<file path="src/rtl/core/cdcc_pkg.sv">
package cdcc_pkg;

  localparam int unsigned DefBaseYear = 2000;
  localparam int unsigned CenturyBase = 2000;

  localparam int unsigned YearW  = 12;
  localparam int unsigned CountW = 16;
  localparam int unsigned AccW   = 17;
  localparam int unsigned MonW   = 4;
  localparam int unsigned DayW   = 5;
  localparam int unsigned YicW   = 7;
  localparam int unsigned YlenW  = 9;
  localparam int unsigned UpcW   = 4;

  typedef enum logic [2:0] {
    UOP_NOP,
    UOP_ACC_YEAR,
    UOP_ACC_MONTH,
    UOP_DATE_OUT,
    UOP_ERR_OUT,
    UOP_SET_DOY,
    UOP_SUB_MONTH,
    UOP_CNT_OUT
  } uop_e;

  typedef enum logic [2:0] {
    UC_ALWAYS,
    UC_REQ_CNT,
    UC_BAD_IN,
    UC_YEAR_LT,
    UC_MON_LT,
    UC_YEAR_FITS,
    UC_MON_FITS
  } ucond_e;

  typedef struct packed {
    uop_e              op;
    ucond_e            cond;
    logic [UpcW-1:0]   target;
  } uword_t;

  localparam logic [UpcW-1:0] UaDispatch  = 4'd0;
  localparam logic [UpcW-1:0] UaCheck     = 4'd1;
  localparam logic [UpcW-1:0] UaDateYear  = 4'd2;
  localparam logic [UpcW-1:0] UaDateMonth = 4'd3;
  localparam logic [UpcW-1:0] UaDateOut   = 4'd4;
  localparam logic [UpcW-1:0] UaErrOut    = 4'd5;
  localparam logic [UpcW-1:0] UaCntYear   = 4'd6;
  localparam logic [UpcW-1:0] UaCntDoy    = 4'd7;
  localparam logic [UpcW-1:0] UaCntMonth  = 4'd8;
  localparam logic [UpcW-1:0] UaCntOut    = 4'd9;
  localparam logic [UpcW-1:0] UaLast      = UaCntOut;

  // microcode: when cond holds, run op and jump to target, else step on
  function automatic uword_t urom(input logic [UpcW-1:0] addr);
    uword_t w;
    unique case (addr)
      UaDispatch:  w = '{UOP_NOP,       UC_REQ_CNT,   UaCntYear};
      UaCheck:     w = '{UOP_NOP,       UC_BAD_IN,    UaErrOut};
      UaDateYear:  w = '{UOP_ACC_YEAR,  UC_YEAR_LT,   UaDateYear};
      UaDateMonth: w = '{UOP_ACC_MONTH, UC_MON_LT,    UaDateMonth};
      UaDateOut:   w = '{UOP_DATE_OUT,  UC_ALWAYS,    UaDispatch};
      UaErrOut:    w = '{UOP_ERR_OUT,   UC_ALWAYS,    UaDispatch};
      UaCntYear:   w = '{UOP_ACC_YEAR,  UC_YEAR_FITS, UaCntYear};
      UaCntDoy:    w = '{UOP_SET_DOY,   UC_ALWAYS,    UaCntMonth};
      UaCntMonth:  w = '{UOP_SUB_MONTH, UC_MON_FITS,  UaCntMonth};
      UaCntOut:    w = '{UOP_CNT_OUT,   UC_ALWAYS,    UaDispatch};
      default:     w = '{UOP_NOP,       UC_ALWAYS,    UaDispatch};
    endcase
    return w;
  endfunction

  function automatic logic [DayW-1:0] month_len(input logic [MonW-1:0] m, input logic lp);
    logic [DayW-1:0] len;
    case (m) inside
      4'd4, 4'd6, 4'd9, 4'd11: len = 5'd30;
      4'd2:                    len = lp ? 5'd29 : 5'd28;
      default:                 len = 5'd31;
    endcase
    return len;
  endfunction

  function automatic logic [YlenW-1:0] year_len(input logic lp);
    return lp ? 9'd366 : 9'd365;
  endfunction

endpackage

</file>
<file path="src/rtl/core/cdcc_if.sv">
interface cdcc_req_if import cdcc_pkg::*; ();
  logic              valid;
  logic              ready;
  logic              req_type;
  logic [YicW-1:0]   year_in_century;
  logic [MonW-1:0]   month_in;
  logic [DayW-1:0]   day_in;
  logic [CountW-1:0] day_count_in;

  modport source (
    output valid, req_type, year_in_century, month_in, day_in, day_count_in,
    input  ready
  );
  modport sink (
    input  valid, req_type, year_in_century, month_in, day_in, day_count_in,
    output ready
  );
endinterface

interface cdcc_rsp_if import cdcc_pkg::*; ();
  logic              valid;
  logic              ready;
  logic [CountW-1:0] day_count_out;
  logic [YearW-1:0]  full_year;
  logic [MonW-1:0]   month_out;
  logic [DayW-1:0]   day_out;
  logic              input_error;

  modport source (
    output valid, day_count_out, full_year, month_out, day_out, input_error,
    input  ready
  );
  modport sink (
    input  valid, day_count_out, full_year, month_out, day_out, input_error,
    output ready
  );
endinterface

</file>
<file path="src/rtl/core/calendar_day_count_converter.sv">
// date to count: the microcode checks the month and day, then walks the years from the base
//   to the given year and the months before the given one; count to date it walks the whole
//   years in the count (up to 179), sets the day of year, then walks the months; month 0 or > 12 or day 0 is an error
// the microcode walks one year or month a cycle; the output step stalls while a result waits
// the next word can be taken in the same cycle that the result is in the output register
// reset clears the sequencer and the output valid; no clearing pass
module calendar_day_count_converter import cdcc_pkg::*; #(
  parameter int unsigned BaseYear = DefBaseYear
) (
  input  logic       clk_i,
  input  logic       rst_ni,
  cdcc_req_if.sink   in_i,
  cdcc_rsp_if.source out_o
);

  localparam logic [YearW-1:0] YearInit = YearW'(BaseYear);
  localparam logic [6:0]       C100Init = 7'(BaseYear % 100);
  localparam logic [1:0]       Q4Init   = 2'((BaseYear / 100) % 4);

  logic              busy_q, busy_d;
  logic [UpcW-1:0]   upc_q, upc_d;
  logic              out_valid_q, out_valid_d;

  logic              req_q, req_d;
  logic [YearW-1:0]  tgt_q, tgt_d;
  logic [MonW-1:0]   mon_q, mon_d;
  logic [DayW-1:0]   day_q, day_d;
  logic [CountW-1:0] cnt_q, cnt_d;
  logic [YearW-1:0]  year_q, year_d;
  logic [6:0]        c100_q, c100_d;
  logic [1:0]        q4_q, q4_d;
  logic [AccW-1:0]   acc_q, acc_d;
  logic [MonW-1:0]   m_q, m_d;
  logic              lp_q, lp_d;

  logic [CountW-1:0] o_cnt_q, o_cnt_d;
  logic [YearW-1:0]  o_year_q, o_year_d;
  logic [MonW-1:0]   o_mon_q, o_mon_d;
  logic [DayW-1:0]   o_day_q, o_day_d;
  logic              o_err_q, o_err_d;

  uword_t            uw;
  logic              cond_ok;
  logic              is_out;
  logic              out_free;
  logic              ylp;
  logic [YlenW-1:0]  ylen;
  logic [DayW-1:0]   mlen;
  logic [AccW-1:0]   acc_ylen;
  logic [AccW-1:0]   date_sum;

  assign uw       = urom(upc_q);
  assign ylp      = (year_q[1:0] == 2'd0) && ((c100_q != 7'd0) || (q4_q == 2'd0));
  assign ylen     = year_len(ylp);
  assign mlen     = month_len(m_q, lp_q);
  assign acc_ylen = acc_q + AccW'(ylen);
  assign date_sum = acc_q + AccW'(day_q) - AccW'(1);
  assign out_free = !out_valid_q || out_o.ready;
  assign is_out   = (uw.op == UOP_DATE_OUT) || (uw.op == UOP_ERR_OUT) ||
                    (uw.op == UOP_CNT_OUT);

  assign in_i.ready          = !busy_q;
  assign out_o.valid         = out_valid_q;
  assign out_o.day_count_out = o_cnt_q;
  assign out_o.full_year     = o_year_q;
  assign out_o.month_out     = o_mon_q;
  assign out_o.day_out       = o_day_q;
  assign out_o.input_error   = o_err_q;

  always_comb begin
    unique case (uw.cond)
      UC_ALWAYS:    cond_ok = 1'b1;
      UC_REQ_CNT:   cond_ok = req_q;
      UC_BAD_IN:    cond_ok = (mon_q == 4'd0) || (mon_q > 4'd12) || (day_q == 5'd0);
      UC_YEAR_LT:   cond_ok = year_q < tgt_q;
      UC_MON_LT:    cond_ok = m_q < mon_q;
      UC_YEAR_FITS: cond_ok = acc_ylen <= AccW'(cnt_q);
      UC_MON_FITS:  cond_ok = (m_q < 4'd12) && (acc_q >= AccW'(mlen));
      default:      cond_ok = 1'b0;
    endcase
  end

  always_comb begin
    busy_d      = busy_q;
    upc_d       = upc_q;
    out_valid_d = out_valid_q;
    req_d       = req_q;
    tgt_d       = tgt_q;
    mon_d       = mon_q;
    day_d       = day_q;
    cnt_d       = cnt_q;
    year_d      = year_q;
    c100_d      = c100_q;
    q4_d        = q4_q;
    acc_d       = acc_q;
    m_d         = m_q;
    lp_d        = lp_q;
    o_cnt_d     = o_cnt_q;
    o_year_d    = o_year_q;
    o_mon_d     = o_mon_q;
    o_day_d     = o_day_q;
    o_err_d     = o_err_q;

    if (out_o.valid && out_o.ready) begin
      out_valid_d = 1'b0;
    end

    if (in_i.valid && in_i.ready) begin
      busy_d = 1'b1;
      upc_d  = UaDispatch;
      req_d  = in_i.req_type;
      tgt_d  = YearW'(CenturyBase) + YearW'(in_i.year_in_century);
      mon_d  = in_i.month_in;
      day_d  = in_i.day_in;
      cnt_d  = in_i.day_count_in;
      year_d = YearInit;
      c100_d = C100Init;
      q4_d   = Q4Init;
      acc_d  = '0;
      m_d    = 4'd1;
      // 2100 is the only century year in range that is not leap
      lp_d   = (in_i.year_in_century[1:0] == 2'd0) && (in_i.year_in_century != 7'd100);
    end else if (busy_q && !(is_out && !out_free)) begin
      if (cond_ok) begin
        upc_d = uw.target;
        unique case (uw.op)
          UOP_NOP: begin
          end
          UOP_ACC_YEAR: begin
            acc_d  = acc_ylen;
            year_d = year_q + YearW'(1);
            if (c100_q == 7'd99) begin
              c100_d = '0;
              q4_d   = q4_q + 2'd1;
            end else begin
              c100_d = c100_q + 7'd1;
            end
          end
          UOP_ACC_MONTH: begin
            acc_d = acc_q + AccW'(mlen);
            m_d   = m_q + 4'd1;
          end
          UOP_SET_DOY: begin
            acc_d = AccW'(cnt_q) - acc_q;
            lp_d  = ylp;
          end
          UOP_SUB_MONTH: begin
            acc_d = acc_q - AccW'(mlen);
            m_d   = m_q + 4'd1;
          end
          UOP_DATE_OUT: begin
            busy_d      = 1'b0;
            out_valid_d = 1'b1;
            o_cnt_d     = date_sum[AccW-1] ? '1 : date_sum[CountW-1:0];
            o_year_d    = '0;
            o_mon_d     = '0;
            o_day_d     = '0;
            o_err_d     = 1'b0;
          end
          UOP_ERR_OUT: begin
            busy_d      = 1'b0;
            out_valid_d = 1'b1;
            o_cnt_d     = '0;
            o_year_d    = '0;
            o_mon_d     = '0;
            o_day_d     = '0;
            o_err_d     = 1'b1;
          end
          UOP_CNT_OUT: begin
            busy_d      = 1'b0;
            out_valid_d = 1'b1;
            o_cnt_d     = '0;
            o_year_d    = year_q;
            o_mon_d     = m_q;
            o_day_d     = acc_q[DayW-1:0] + 5'd1;
            o_err_d     = 1'b0;
          end
          default: begin
          end
        endcase
      end else begin
        upc_d = upc_q + UpcW'(1);
      end
    end
  end

  always_ff @(posedge clk_i or negedge rst_ni) begin
    if (!rst_ni) begin
      busy_q      <= 1'b0;
      upc_q       <= UaDispatch;
      out_valid_q <= 1'b0;
    end else begin
      busy_q      <= busy_d;
      upc_q       <= upc_d;
      out_valid_q <= out_valid_d;
    end
  end

  always_ff @(posedge clk_i) begin
    req_q    <= req_d;
    tgt_q    <= tgt_d;
    mon_q    <= mon_d;
    day_q    <= day_d;
    cnt_q    <= cnt_d;
    year_q   <= year_d;
    c100_q   <= c100_d;
    q4_q     <= q4_d;
    acc_q    <= acc_d;
    m_q      <= m_d;
    lp_q     <= lp_d;
    o_cnt_q  <= o_cnt_d;
    o_year_q <= o_year_d;
    o_mon_q  <= o_mon_d;
    o_day_q  <= o_day_d;
    o_err_q  <= o_err_d;
  end

  a_upc_range: assert property (@(posedge clk_i) disable iff (!rst_ni)
    busy_q |-> upc_q <= UaLast)
    else $error("step counter out of program");

  a_accept_busy: assert property (@(posedge clk_i) disable iff (!rst_ni)
    (in_i.valid && in_i.ready) |=> busy_q && upc_q == UaDispatch)
    else $error("accepted word did not start the program");

  a_err_zero: assert property (@(posedge clk_i) disable iff (!rst_ni)
    (out_valid_q && o_err_q) |-> (o_cnt_q == '0 && o_year_q == '0 && o_mon_q == '0))
    else $error("error result carries data");

  a_done_idle: assert property (@(posedge clk_i) disable iff (!rst_ni)
    $rose(out_valid_q) |-> !busy_q)
    else $error("result issued while still busy");

endmodule
</file>
<file path="src/flat_wrapper.sv">
// flat-port wrapper written by rule: the top's interface ports become plain ports
module calendar_day_count_converter_flat import cdcc_pkg::*;
#(
  parameter int unsigned BaseYear = DefBaseYear
)
  (clk_i, rst_ni, in_i_valid, in_i_req_type, in_i_year_in_century, in_i_month_in, in_i_day_in, in_i_day_count_in, in_i_ready, out_o_valid, out_o_day_count_out, out_o_full_year, out_o_month_out, out_o_day_out, out_o_input_error, out_o_ready);
  cdcc_req_if in_i_i ();
  cdcc_rsp_if out_o_i ();
  input  logic clk_i;
  input  logic rst_ni;
  input wire logic [$bits(in_i_i.valid)-1:0] in_i_valid;
  input wire logic [$bits(in_i_i.req_type)-1:0] in_i_req_type;
  input wire logic [$bits(in_i_i.year_in_century)-1:0] in_i_year_in_century;
  input wire logic [$bits(in_i_i.month_in)-1:0] in_i_month_in;
  input wire logic [$bits(in_i_i.day_in)-1:0] in_i_day_in;
  input wire logic [$bits(in_i_i.day_count_in)-1:0] in_i_day_count_in;
  output wire logic [$bits(in_i_i.ready)-1:0] in_i_ready;
  output wire logic [$bits(out_o_i.valid)-1:0] out_o_valid;
  output wire logic [$bits(out_o_i.day_count_out)-1:0] out_o_day_count_out;
  output wire logic [$bits(out_o_i.full_year)-1:0] out_o_full_year;
  output wire logic [$bits(out_o_i.month_out)-1:0] out_o_month_out;
  output wire logic [$bits(out_o_i.day_out)-1:0] out_o_day_out;
  output wire logic [$bits(out_o_i.input_error)-1:0] out_o_input_error;
  input wire logic [$bits(out_o_i.ready)-1:0] out_o_ready;
  assign in_i_i.valid = in_i_valid;
  assign in_i_i.req_type = in_i_req_type;
  assign in_i_i.year_in_century = in_i_year_in_century;
  assign in_i_i.month_in = in_i_month_in;
  assign in_i_i.day_in = in_i_day_in;
  assign in_i_i.day_count_in = in_i_day_count_in;
  assign in_i_ready = in_i_i.ready;
  assign out_o_valid = out_o_i.valid;
  assign out_o_day_count_out = out_o_i.day_count_out;
  assign out_o_full_year = out_o_i.full_year;
  assign out_o_month_out = out_o_i.month_out;
  assign out_o_day_out = out_o_i.day_out;
  assign out_o_input_error = out_o_i.input_error;
  assign out_o_i.ready = out_o_ready;
  calendar_day_count_converter #(.BaseYear(BaseYear)) u_core (.clk_i(clk_i), .rst_ni(rst_ni), .in_i(in_i_i), .out_o(out_o_i));
endmodule
</file>
<file path="config.mk">
export PLATFORM = sky130hd
export DESIGN_NAME = calendar_day_count_converter_flat
export DESIGN_NICKNAME = d
export VERILOG_FILES = /design/src/rtl/core/cdcc_pkg.sv /design/src/rtl/core/cdcc_if.sv /design/src/rtl/core/calendar_day_count_converter.sv /design/src/flat_wrapper.sv
export SDC_FILE = /design/constraint.sdc
export NUM_CORES = 1
export LEC_CHECK = 0
export ABC_CLOCK_PERIOD_IN_PS = 5500
export CORE_MARGIN = 2
export CORE_UTILIZATION = 61
export CTS_BUF_LIST = sky130_fd_sc_hd__clkbuf_8
export DETAILED_ROUTE_END_ITERATION = 10
export DONT_BUFFER_PORTS = 1
export PLACE_DENSITY = 0.8
export SLEW_MARGIN = 15
export SYNTH_ARGS = -nofsm -noshare
export SYNTH_HDL_FRONTEND = slang
export SYNTH_SLANG_ARGS = --single-unit
</file>
<file path="constraint.sdc">
create_clock -name clk_i -period 5.5 [get_ports clk_i]
set_input_delay 0.275 -clock clk_i [delete_from_list [all_inputs] [get_ports clk_i]]
set_output_delay 0.275 -clock clk_i [all_outputs]
set_load 0.02 [all_outputs]
</file>
Word-level counts from Yosys, hierarchy flattened
Memories as Yosys holds them, arrays and structs flattened.
Index checks and enable logic that the tools add are counted.
{"block": "word_totals", "regBits": 125, "romBits": 160, "input_bits": 37, "memories": 1}
{"name": "(no name shown)", "words": 16, "width": 10, "read_ports": 1, "rd_ports_with_merged_regs": 0, "wr": 0, "line": "cdcc_pkg.sv:57", "rtl": "unique case (addr)"}
{"block": "classes", "add_sub_neg": 13, "order_cmp": 6, "n_eq_ne": 20, "muxes": 29, "n_bitwise": 1, "n_reduce_logical": 47}
{"op": "$pmux 17 s4", "count": 1}
{"op": "$add 17x5->17", "count": 2}
{"op": "$pmux 16 s2", "count": 1}
{"op": "$pmux 12 s2", "count": 1}
{"op": "$eq 3x3->1 const B", "count": 7}
{"op": "$add 17x9->17", "count": 1}
{"op": "$ge 17x5->1", "count": 1}
{"op": "$le 17x16->1", "count": 1}
{"op": "$sub 16x17->17", "count": 1}
{"op": "$sub 17x1->17 const B", "count": 1}
{"op": "$sub 17x5->17", "count": 1}
{"op": "$mux 16", "count": 1}
{"op": "$reduce_and 4->1", "count": 4}
{"op": "$reduce_and 3->1", "count": 5}
{"op": "$mux 1", "count": 14}
{"op": "$reduce_bool 2->1", "count": 7}
{"op": "$add 11x7->12 const A", "count": 1}
{"op": "$add 12x1->12 const B", "count": 1}
{"op": "$eq 3x2->1 const B", "count": 4}
{"op": "$lt 12x12->1", "count": 1}
{"op": "$mux 4", "count": 3}
{"op": "$mux 5", "count": 2}
{"op": "$pmux 5 s2", "count": 1}
{"op": "$add 4x1->4 const B", "count": 2}
{"op": "30 further kinds", "count": 52}

Logic depth before layout (Yosys ltp)
Gate-level depths: netlist of the first run.
{"block": "logic_depth", "word_depth": 10, "ltp_mapped": 25, "ltp_nobuf": 22}

Worst setup path before layout of the first run
Ideal clock, no wire load.
{"block": "synth_path", "kind": "reg2reg", "from": "register u_core.q4_q[0]", "to": "register u_core.o_day_q[0] (netlist: u_core.out_o.day_out[0]), enable pin", "setup_time_ns": 0.399, "arrival_ns": 5.153, "required_ns": 5.101, "slack_ns": -0.052, "path_stages_with_launch": 23, "n_path_buf": 2, "period_less_slack_ns": 5.552, "cell_sequence": "dfxtp_1 inv_1 ha_1 nor4b_1 nand2_1 nand2_1 inv_1 ha_1 a2111oi_0 o21ai_0 a21oi_1 nor2b_1 xnor2_1 ha_1 nand4_1 nor4_1 nand4_1 o2bb2ai_1 a31o_1 buf_6 a31o_2 clkbuf_1 nor2_1"}
{"block": "synth_via", "elab_chain_len": 8}
{"element": "start, declared", "line": "calendar_day_count_converter.sv:31", "rtl": "logic [1:0] q4_q, q4_d;"}
{"element": "start signal, assigned", "line": "calendar_day_count_converter.sv:207", "rtl": "q4_q <= q4_d;"}
{"element": "$logic_not 2->1", "line": "calendar_day_count_converter.sv:53", "rtl": "assign ylp = (year_q[1:0] == 2'd0) && ((c100_q != 7'd0) || (q4_q == 2'd0));"}
{"element": "$logic_or 1x1->1", "line": "calendar_day_count_converter.sv:53"}
{"element": "$logic_and 1x1->1", "line": "calendar_day_count_converter.sv:53"}
{"element": "$mux 2", "line": "cdcc_pkg.sv:84", "rtl": "return lp ? 9'd366 : 9'd365;"}
{"element": "$add 17x9->17", "line": "calendar_day_count_converter.sv:56", "rtl": "assign acc_ylen = acc_q + AccW'(ylen);"}
{"element": "$le 17x16->1", "line": "calendar_day_count_converter.sv:77", "rtl": "UC_YEAR_FITS: cond_ok = acc_ylen <= AccW'(cnt_q);"}
{"element": "$pmux 1 s7", "line": "calendar_day_count_converter.sv:71", "rtl": "unique case (uw.cond)"}
{"element": "$reduce_and 4->1 (no line)"}
{"element": "end signal, assigned", "line": "calendar_day_count_converter.sv:214", "rtl": "o_day_q <= o_day_d;"}
{"element": "end, declared", "line": "calendar_day_count_converter.sv:39", "rtl": "logic [DayW-1:0] o_day_q, o_day_d;"}
No other way between the ends.
A chain may end at the register's enable or synchronous reset.

Worst setup path after layout of the first run
{"block": "layout_path", "from": "register u_core.q4_q[0]", "to": "register u_core.c100_q[4]"}
{"block": "layout_via", "elab_chain_len": 8}
{"element": "$logic_not 2->1", "line": "calendar_day_count_converter.sv:53"}
{"element": "$logic_or 1x1->1", "line": "calendar_day_count_converter.sv:53"}
{"element": "$logic_and 1x1->1", "line": "calendar_day_count_converter.sv:53"}
{"element": "$mux 2", "line": "cdcc_pkg.sv:84"}
{"element": "$add 17x9->17", "line": "calendar_day_count_converter.sv:56"}
{"element": "$le 17x16->1", "line": "calendar_day_count_converter.sv:77"}
{"element": "$pmux 1 s7", "line": "calendar_day_count_converter.sv:71"}
{"element": "$reduce_and 3->1 (no line)"}
{"element": "end signal, assigned", "line": "calendar_day_count_converter.sv:206", "rtl": "c100_q <= c100_d;"}
{"element": "end, declared", "line": "calendar_day_count_converter.sv:30", "rtl": "logic [6:0] c100_q, c100_d;"}
No other way between the ends.

==> flow_summary.ini, run 1 <==
[critical_path]
required_ns = 5.87
slowest_stage = a2111oi_1
critPathKind = reg -> reg
cp.arrival_ns = 5.56
cpMostUsedCell = buf_4
startpoint_type = flop
cp-end-kind = flop
critPathMaxStageDelay_ns = 0.34
path_max_fanout = 6

[global_route]
grt-ovfl-total = 0
grt_usage_pct = 29.8
first_global_vias = 7502
antenna_found_initial = 0
grt_pass1_wl_mm = 37.7
grt_max_degree = 36

[route]
firstDrtPassIters = 8
avgRoutedWirePerCell_um = 19.1
wirelength_mm = 23.9
drt.antenna.violating_nets = 0
drc = 0
via_per_inst = 6.37
num_vias = 7985
drt-initial-drc-count = 891

[sta]
hold_violations = 0
layout_setup_ws_ns = 0.304
fin_crit_ns = 5.20
max_freq_ghz = 0.192
clock_skew_ns = 0.0239
finalCritPeriodShare_pct = 94.5
holdWs_ns = 0.0291
relSlewSlack_pct = 25.8
drv_slew = 0
setup_violations = 0
tightest_slew_ns = 1.11

[cells_and_area]
nets = 1218
syn_to_final_growth_pct = 11.6
drive_gt1_share_pct = 6.92
antenna_cells = 0
final_common_cell = ha_1
stdcell_area_um2 = 10300
fin_util_pct = 70.0
final_cell_mix = ha_1 (120), inv_1 (115), a21oi_1 (76)

[clock_tree]
htreeDepth = 4
clk_latency_ns = 0.48
cts_tree = done
cts_buffers = 17
clock-sinks = 123
cts_buffer_depth = 2
clkTransAtPathRegs_ns = 0.10
cts_root_buffer = clkbuf_8

[yosys]
synth_top_cell_by_area = edfxtp_1
synth_ff_type = edfxtp_1
synth-seq-area-share_pct = 35.3
avgSynthCellArea_um2 = 9.06
yosys_warnings = 0
ys_ff_latch = 123
ys_types = 75
synth_edf_count = 75
synthCells = 1014
netlist_area_um2 = 9190
syn_nets = 1176
async_reset_ff_share_pct = 4.88
synth_top_area_share_pct = 24.5
synthTopCellsByArea = edfxtp_1 (25%), ha_1 (16%), dfxtp_1 (9.2%), inv_1 (4.7%), a21oi_1 (4.1%)

[outcome]
outcome = finished, final reports clean

[placement]
post-place-ws_ns = 0.181
placed_area_um2 = 9460
port_buffers = 0
gp_congestion = 0.964
place.detailed.hpwl_mm = 16.9

[floorplanning]
rows = 44
die_area_um2 = 16100
die_width_um = 127
fp.dieH_um = 127
fp.coreArea_um2 = 14600
floorplan.initialDensity_pct = 62.7
ios = 77

[worst_hold_path]
min_path_type = in -> reg

[power]
power_mw = 7.21
power.leakage_nw = 4.23
powerDensity_nw_per_um2 = 703
ir_drop_mv = 0.356

[run]
cap_violations = 0
[worst paths after layout]
path / startpoint / to / slack (ns) / depth (start not counted)
hold reg to reg: u_core.q4_q[0] / u_core.q4_q[0] / 0.48 / 2
min in group asynchronous: rst_ni / u_core.upc_q[1] / 0.14 / 1
setup reg to reg: u_core.q4_q[0] / u_core.c100_q[4] / 0.30 / 26
setup / recovery: u_core.q4_q[0] / u_core.c100_q[4] / 0.30 / 26
hold / removal: in_i_year_in_century[4] / u_core.tgt_q[11] / 0.03 / 2
max in group asynchronous: rst_ni / u_core.upc_q[2] / 5.12 / 1
[through the flow]
stage          cells  TNS, ns
2_1_floorplan   1014        0
3_3_place_gp    1185        0
3_5_place_dp    1185        0
4_1_cts         1249        0
5_1_grt         1253   -0.108
6_report        1253        0
[flip-flops by register name, summed over array words and instances (netlist names), 2 cells and up]
register,flops
u_core.acc_q,17
u_core.mon_q,4
u_core.q4_q,2
u_core.out_o.full_year,12
u_core.out_o.day_out,5
u_core.upc_q,4
u_core.out_o.day_count_out,16
u_core.tgt_q,10
u_core.year_q,12
u_core.day_q,5
u_core.cnt_q,16
u_core.out_o.month_out,4
u_core.c100_q,7
u_core.m_q,4
[cell families (layout without fill, tap and decap cells)]
group / count (synthesis) / after routing / synth area share [%]
and+or+nand+nor: 282 / 282 / 15.2
muxes: 8 / 8 / 0.871
adders and majority gates: 125 / 125 / 17.4
DFF: 123 / 123 / 35.3
AOI/OAI and AO/OA: 279 / 279 / 20.3
xor gates and xnor gates: 46 / 46 / 4.38
buffers and inverters: 151 / 206 / 6.48
[timing repair]
action                                 CTS  global route
resized for setup                        0             4
endpoints found under the hold margin   37             0
hold buffers                            32             0
setup endpoints to repair                0            84
buffers inserted                         0             3
[cell usage after synthesis (9+ instances only)]
| master | n |
|---|---|
| a311oi_1 | 10 |
| ha_1 | 120 |
| clkbuf_1 | 25 |
| o21ai_0 | 52 |
| dfxtp_1 | 42 |
| o21a_1 | 10 |
| nand3_1 | 34 |
| a31oi_1 | 11 |
| nor3_1 | 17 |
| and3_1 | 19 |
| nor2_1 | 72 |
| o211ai_1 | 12 |
| edfxtp_1 | 75 |
| o31ai_1 | 14 |
| xnor2_1 | 38 |
| nor2b_1 | 10 |
| inv_1 | 115 |
| nand2_1 | 70 |
| a211oi_1 | 13 |
| nand4_1 | 9 |
| a21oi_1 | 76 |
[power by group]
group	switching, mW	leakage [nW]	internal (mW)	total [mW]
Clock	0.437	0.206	0.388	0.825
Sequential	0.403	1.11	1.37	1.77
Combinational	2.77	2.91	1.84	4.61
[metal layers]
| metal | GRT usage [%] | share of wire, % | up-vias |
|---|---|---|---|
| li1 | - | - | 3792 |
| met1 | 41.4 | 44 | 3749 |
| met2 | 46.5 | 45 | 394 |
| met3 | 7.17 | 9.3 | 50 |
| met4 | 9.05 | 2.1 | 0 |
| met5 | 0 | 0 | - |
[area by class of cell]
| class | instances | area, µm² |
|---|---|---|
| inverters | 116 | 435 |
| clock buffers | 18 | 248 |
| clock inverters | 14 | 146 |
| well taps | 184 | 230 |
| fillers | 1104 | 4390 |
| repair buffers | 58 | 558 |
| flip-flops and latches | 123 | 3240 |
| multi-input cells | 740 | 5390 |
[critical path, delay by kind of cell (launching register included)]
| family | cells | cell delay, ns |
|---|---|---|
| AO/OA/AOI/OAI | 7 | 1.62 |
| buffers and inverters | 7 | 1.00 |
| XOR/XNOR | 1 | 0.13 |
| flip-flops | 1 | 0.33 |
| AND/OR/NAND/NOR | 8 | 1.23 |
| adder cells (fa/ha/maj) | 3 | 0.75 |
No activity file was read; power rests on OpenSTA's default activity.
==> inputs of run 2 (changes only) <==
--- a/config.mk
+++ b/config.mk
@@ -12,6 +12,7 @@
 export DETAILED_ROUTE_END_ITERATION = 10
 export DONT_BUFFER_PORTS = 1
 export PLACE_DENSITY = 0.8
+export REMOVE_ABC_BUFFERS = 1
 export SLEW_MARGIN = 15
 export SYNTH_ARGS = -nofsm -noshare
 export SYNTH_HDL_FRONTEND = slang
==> flow_summary.ini, run 2 (synthesized netlist as in run 1, its figures left out) <==
[clock_tree]
cts_root_buffer = clkbuf_8
htreeDepth = 4
clkTransAtPathRegs_ns = 0.08
cts_buffer_depth = 2
clk_latency_ns = 0.46
cts_tree = done
cts_setup_buffers = 0
clock-sinks = 123
cts_buffers = 17

[outcome]
outcome = finished, final reports clean

[global_route]
antenna_found_initial = 0
grt_max_degree = 38
grt-ovfl-total = 0
grt_pass1_wl_mm = 37.7
grt_usage_pct = 29.6
first_global_vias = 7379

[placement]
port_buffers = 0
post-place-ws_ns = 0.190
gp_congestion = 0.973
place.detailed.hpwl_mm = 17.0

[sta]
setup_violations = 0
drv_slew = 0
fin_crit_ns = 5.14
hold_violations = 0
layout_setup_ws_ns = 0.360
relSlewSlack_pct = 27.3
max_freq_ghz = 0.195
clock_skew_ns = 0.0137
tightest_slew_ns = 1.09
finalCritPeriodShare_pct = 93.5
holdWs_ns = 0.0611

[critical_path]
critPathKind = reg -> reg
cp.arrival_ns = 5.44
startpoint_type = flop
cp-end-kind = flop
reg2reg_slack_ns = 0.36
path_max_fanout = 17
required_ns = 5.80

[cells_and_area]
antenna_cells = 0
final_cell_mix = ha_1 (120), inv_1 (115), a21oi_1 (76)
regMostFlops = u_core.acc_q
nets = 1209
largest_reg_flops = 17
syn_to_final_growth_pct = 10.8
drive_gt1_share_pct = 6.23
final_common_cell = ha_1

[route]
firstDrtPassIters = 5
num_vias = 7864
avgRoutedWirePerCell_um = 18.9
wirelength_mm = 23.5
drt-initial-drc-count = 856
via_per_inst = 6.32
drt.antenna.violating_nets = 0
drc = 0

[power]
p_int_mw = 3.52
pwr-share-comb_pct = 63.6
powerDensity_nw_per_um2 = 696
p_switching_mw = 3.56
sw_frac_of_total_pct = 50.2
p_clk_share_pct = 11.2
power.leakage_nw = 4.17
power_frac_seq_pct = 25.2
ir_drop_mv = 0.369

[floorplanning]
fp.dieH_um = 127
ios = 77
floorplan.initialDensity_pct = 62.7
fp.coreArea_um2 = 14600
die_area_um2 = 16100
rows = 44
die_width_um = 127

[run]
cap_violations = 0

[worst_hold_path]
min_path_type = in -> reg
==> run 2: per-layer routing <==
metal / up-vias / share of wire (%) / track usage, %
met4: 0 / 2.5 / 11.8
met1: 3755 / 45 / 40.8
met3: 44 / 8.0 / 6.96
li1: 3765 / - / -
met5: - / 0 / 0
met2: 300 / 44 / 45.3
==> run 2: per-stage QoR <==
stage	setup TNS (ns)	instances	util [%]	instance area, µm²	total power [mW]
4_1_cts	0	1244	69.2	10100	6.96
2_1_floorplan	-0.0139	979	-	9030	4.85
6_report	0	1244	69.5	10200	7.08
3_5_place_dp	0	1180	64.4	9440	6.13
3_3_place_gp	0	1180	64.4	9440	6.01
5_1_grt	-0.0181	1244	69.5	10200	7.62
==> run 2: final cells by class <==
cell class | count | area [µm²]
Inverter | 116 | 435
Clock buffer | 18 | 248
Tap cell | 184 | 230
Clock inverter | 14 | 135
Multi-Input combinational cell | 740 | 5400
Timing Repair Buffer | 49 | 485
Sequential cell | 123 | 3240
Fill cell | 1153 | 4460
==> run 2: worst max-delay path: stages, from the launching register on <==
cell and delay (ns):
dfxtp_1 0.33, inv_1 0.05, ha_1 0.20, nor4b_2 0.21
nand2_1 0.08, nand2_1 0.10, buf_4 0.13, ha_1 0.19
inv_1 0.07, fa_1 0.43, nor4b_1 0.19, o31ai_2 0.26
buf_4 0.20, nand3_1 0.15, xnor2_2 0.18, ha_1 0.30
nand4_1 0.16, nor4_4 0.21, nand4_1 0.16, o2bb2ai_1 0.15
a31o_2 0.30, a311o_1 0.36, buf_4 0.22, o31ai_2 0.26
nand3_1 0.10
==> run 2: final timing paths <==
check,startpoint,end,cells past startpoint
worst max-delay path,u_core.q4_q[0],u_core.year_q[8],24
worst max register to register,u_core.q4_q[0],u_core.year_q[8],24
max in group asynchronous,rst_ni,u_core.busy_q,1
worst min register to register,u_core.q4_q[1],u_core.q4_q[1],2
min in group asynchronous,rst_ni,u_core.upc_q[1],1
worst min-delay path,in_i_year_in_century[6],u_core.tgt_q[11],2
==> run 2: timing repair <==
action                                 CTS  global route
setup endpoints to repair                0            82
resized for setup                        0             8
hold buffers                            32             0
endpoints found under the hold margin   37             0
==> run 2: power by group through the flow <==
| stage | Combinational (mW) | Clock [mW] | Sequential (mW) |
|---|---|---|---|
| global route | 4.97 | 0.831 | 1.82 |
| floorplan | 3.15 | 0 | 1.71 |
| finish | 4.51 | 0.791 | 1.78 |
| detailed placement | 4.33 | 0 | 1.79 |
| CTS | 4.39 | 0.797 | 1.77 |
| global placement | 4.22 | 0 | 1.79 |
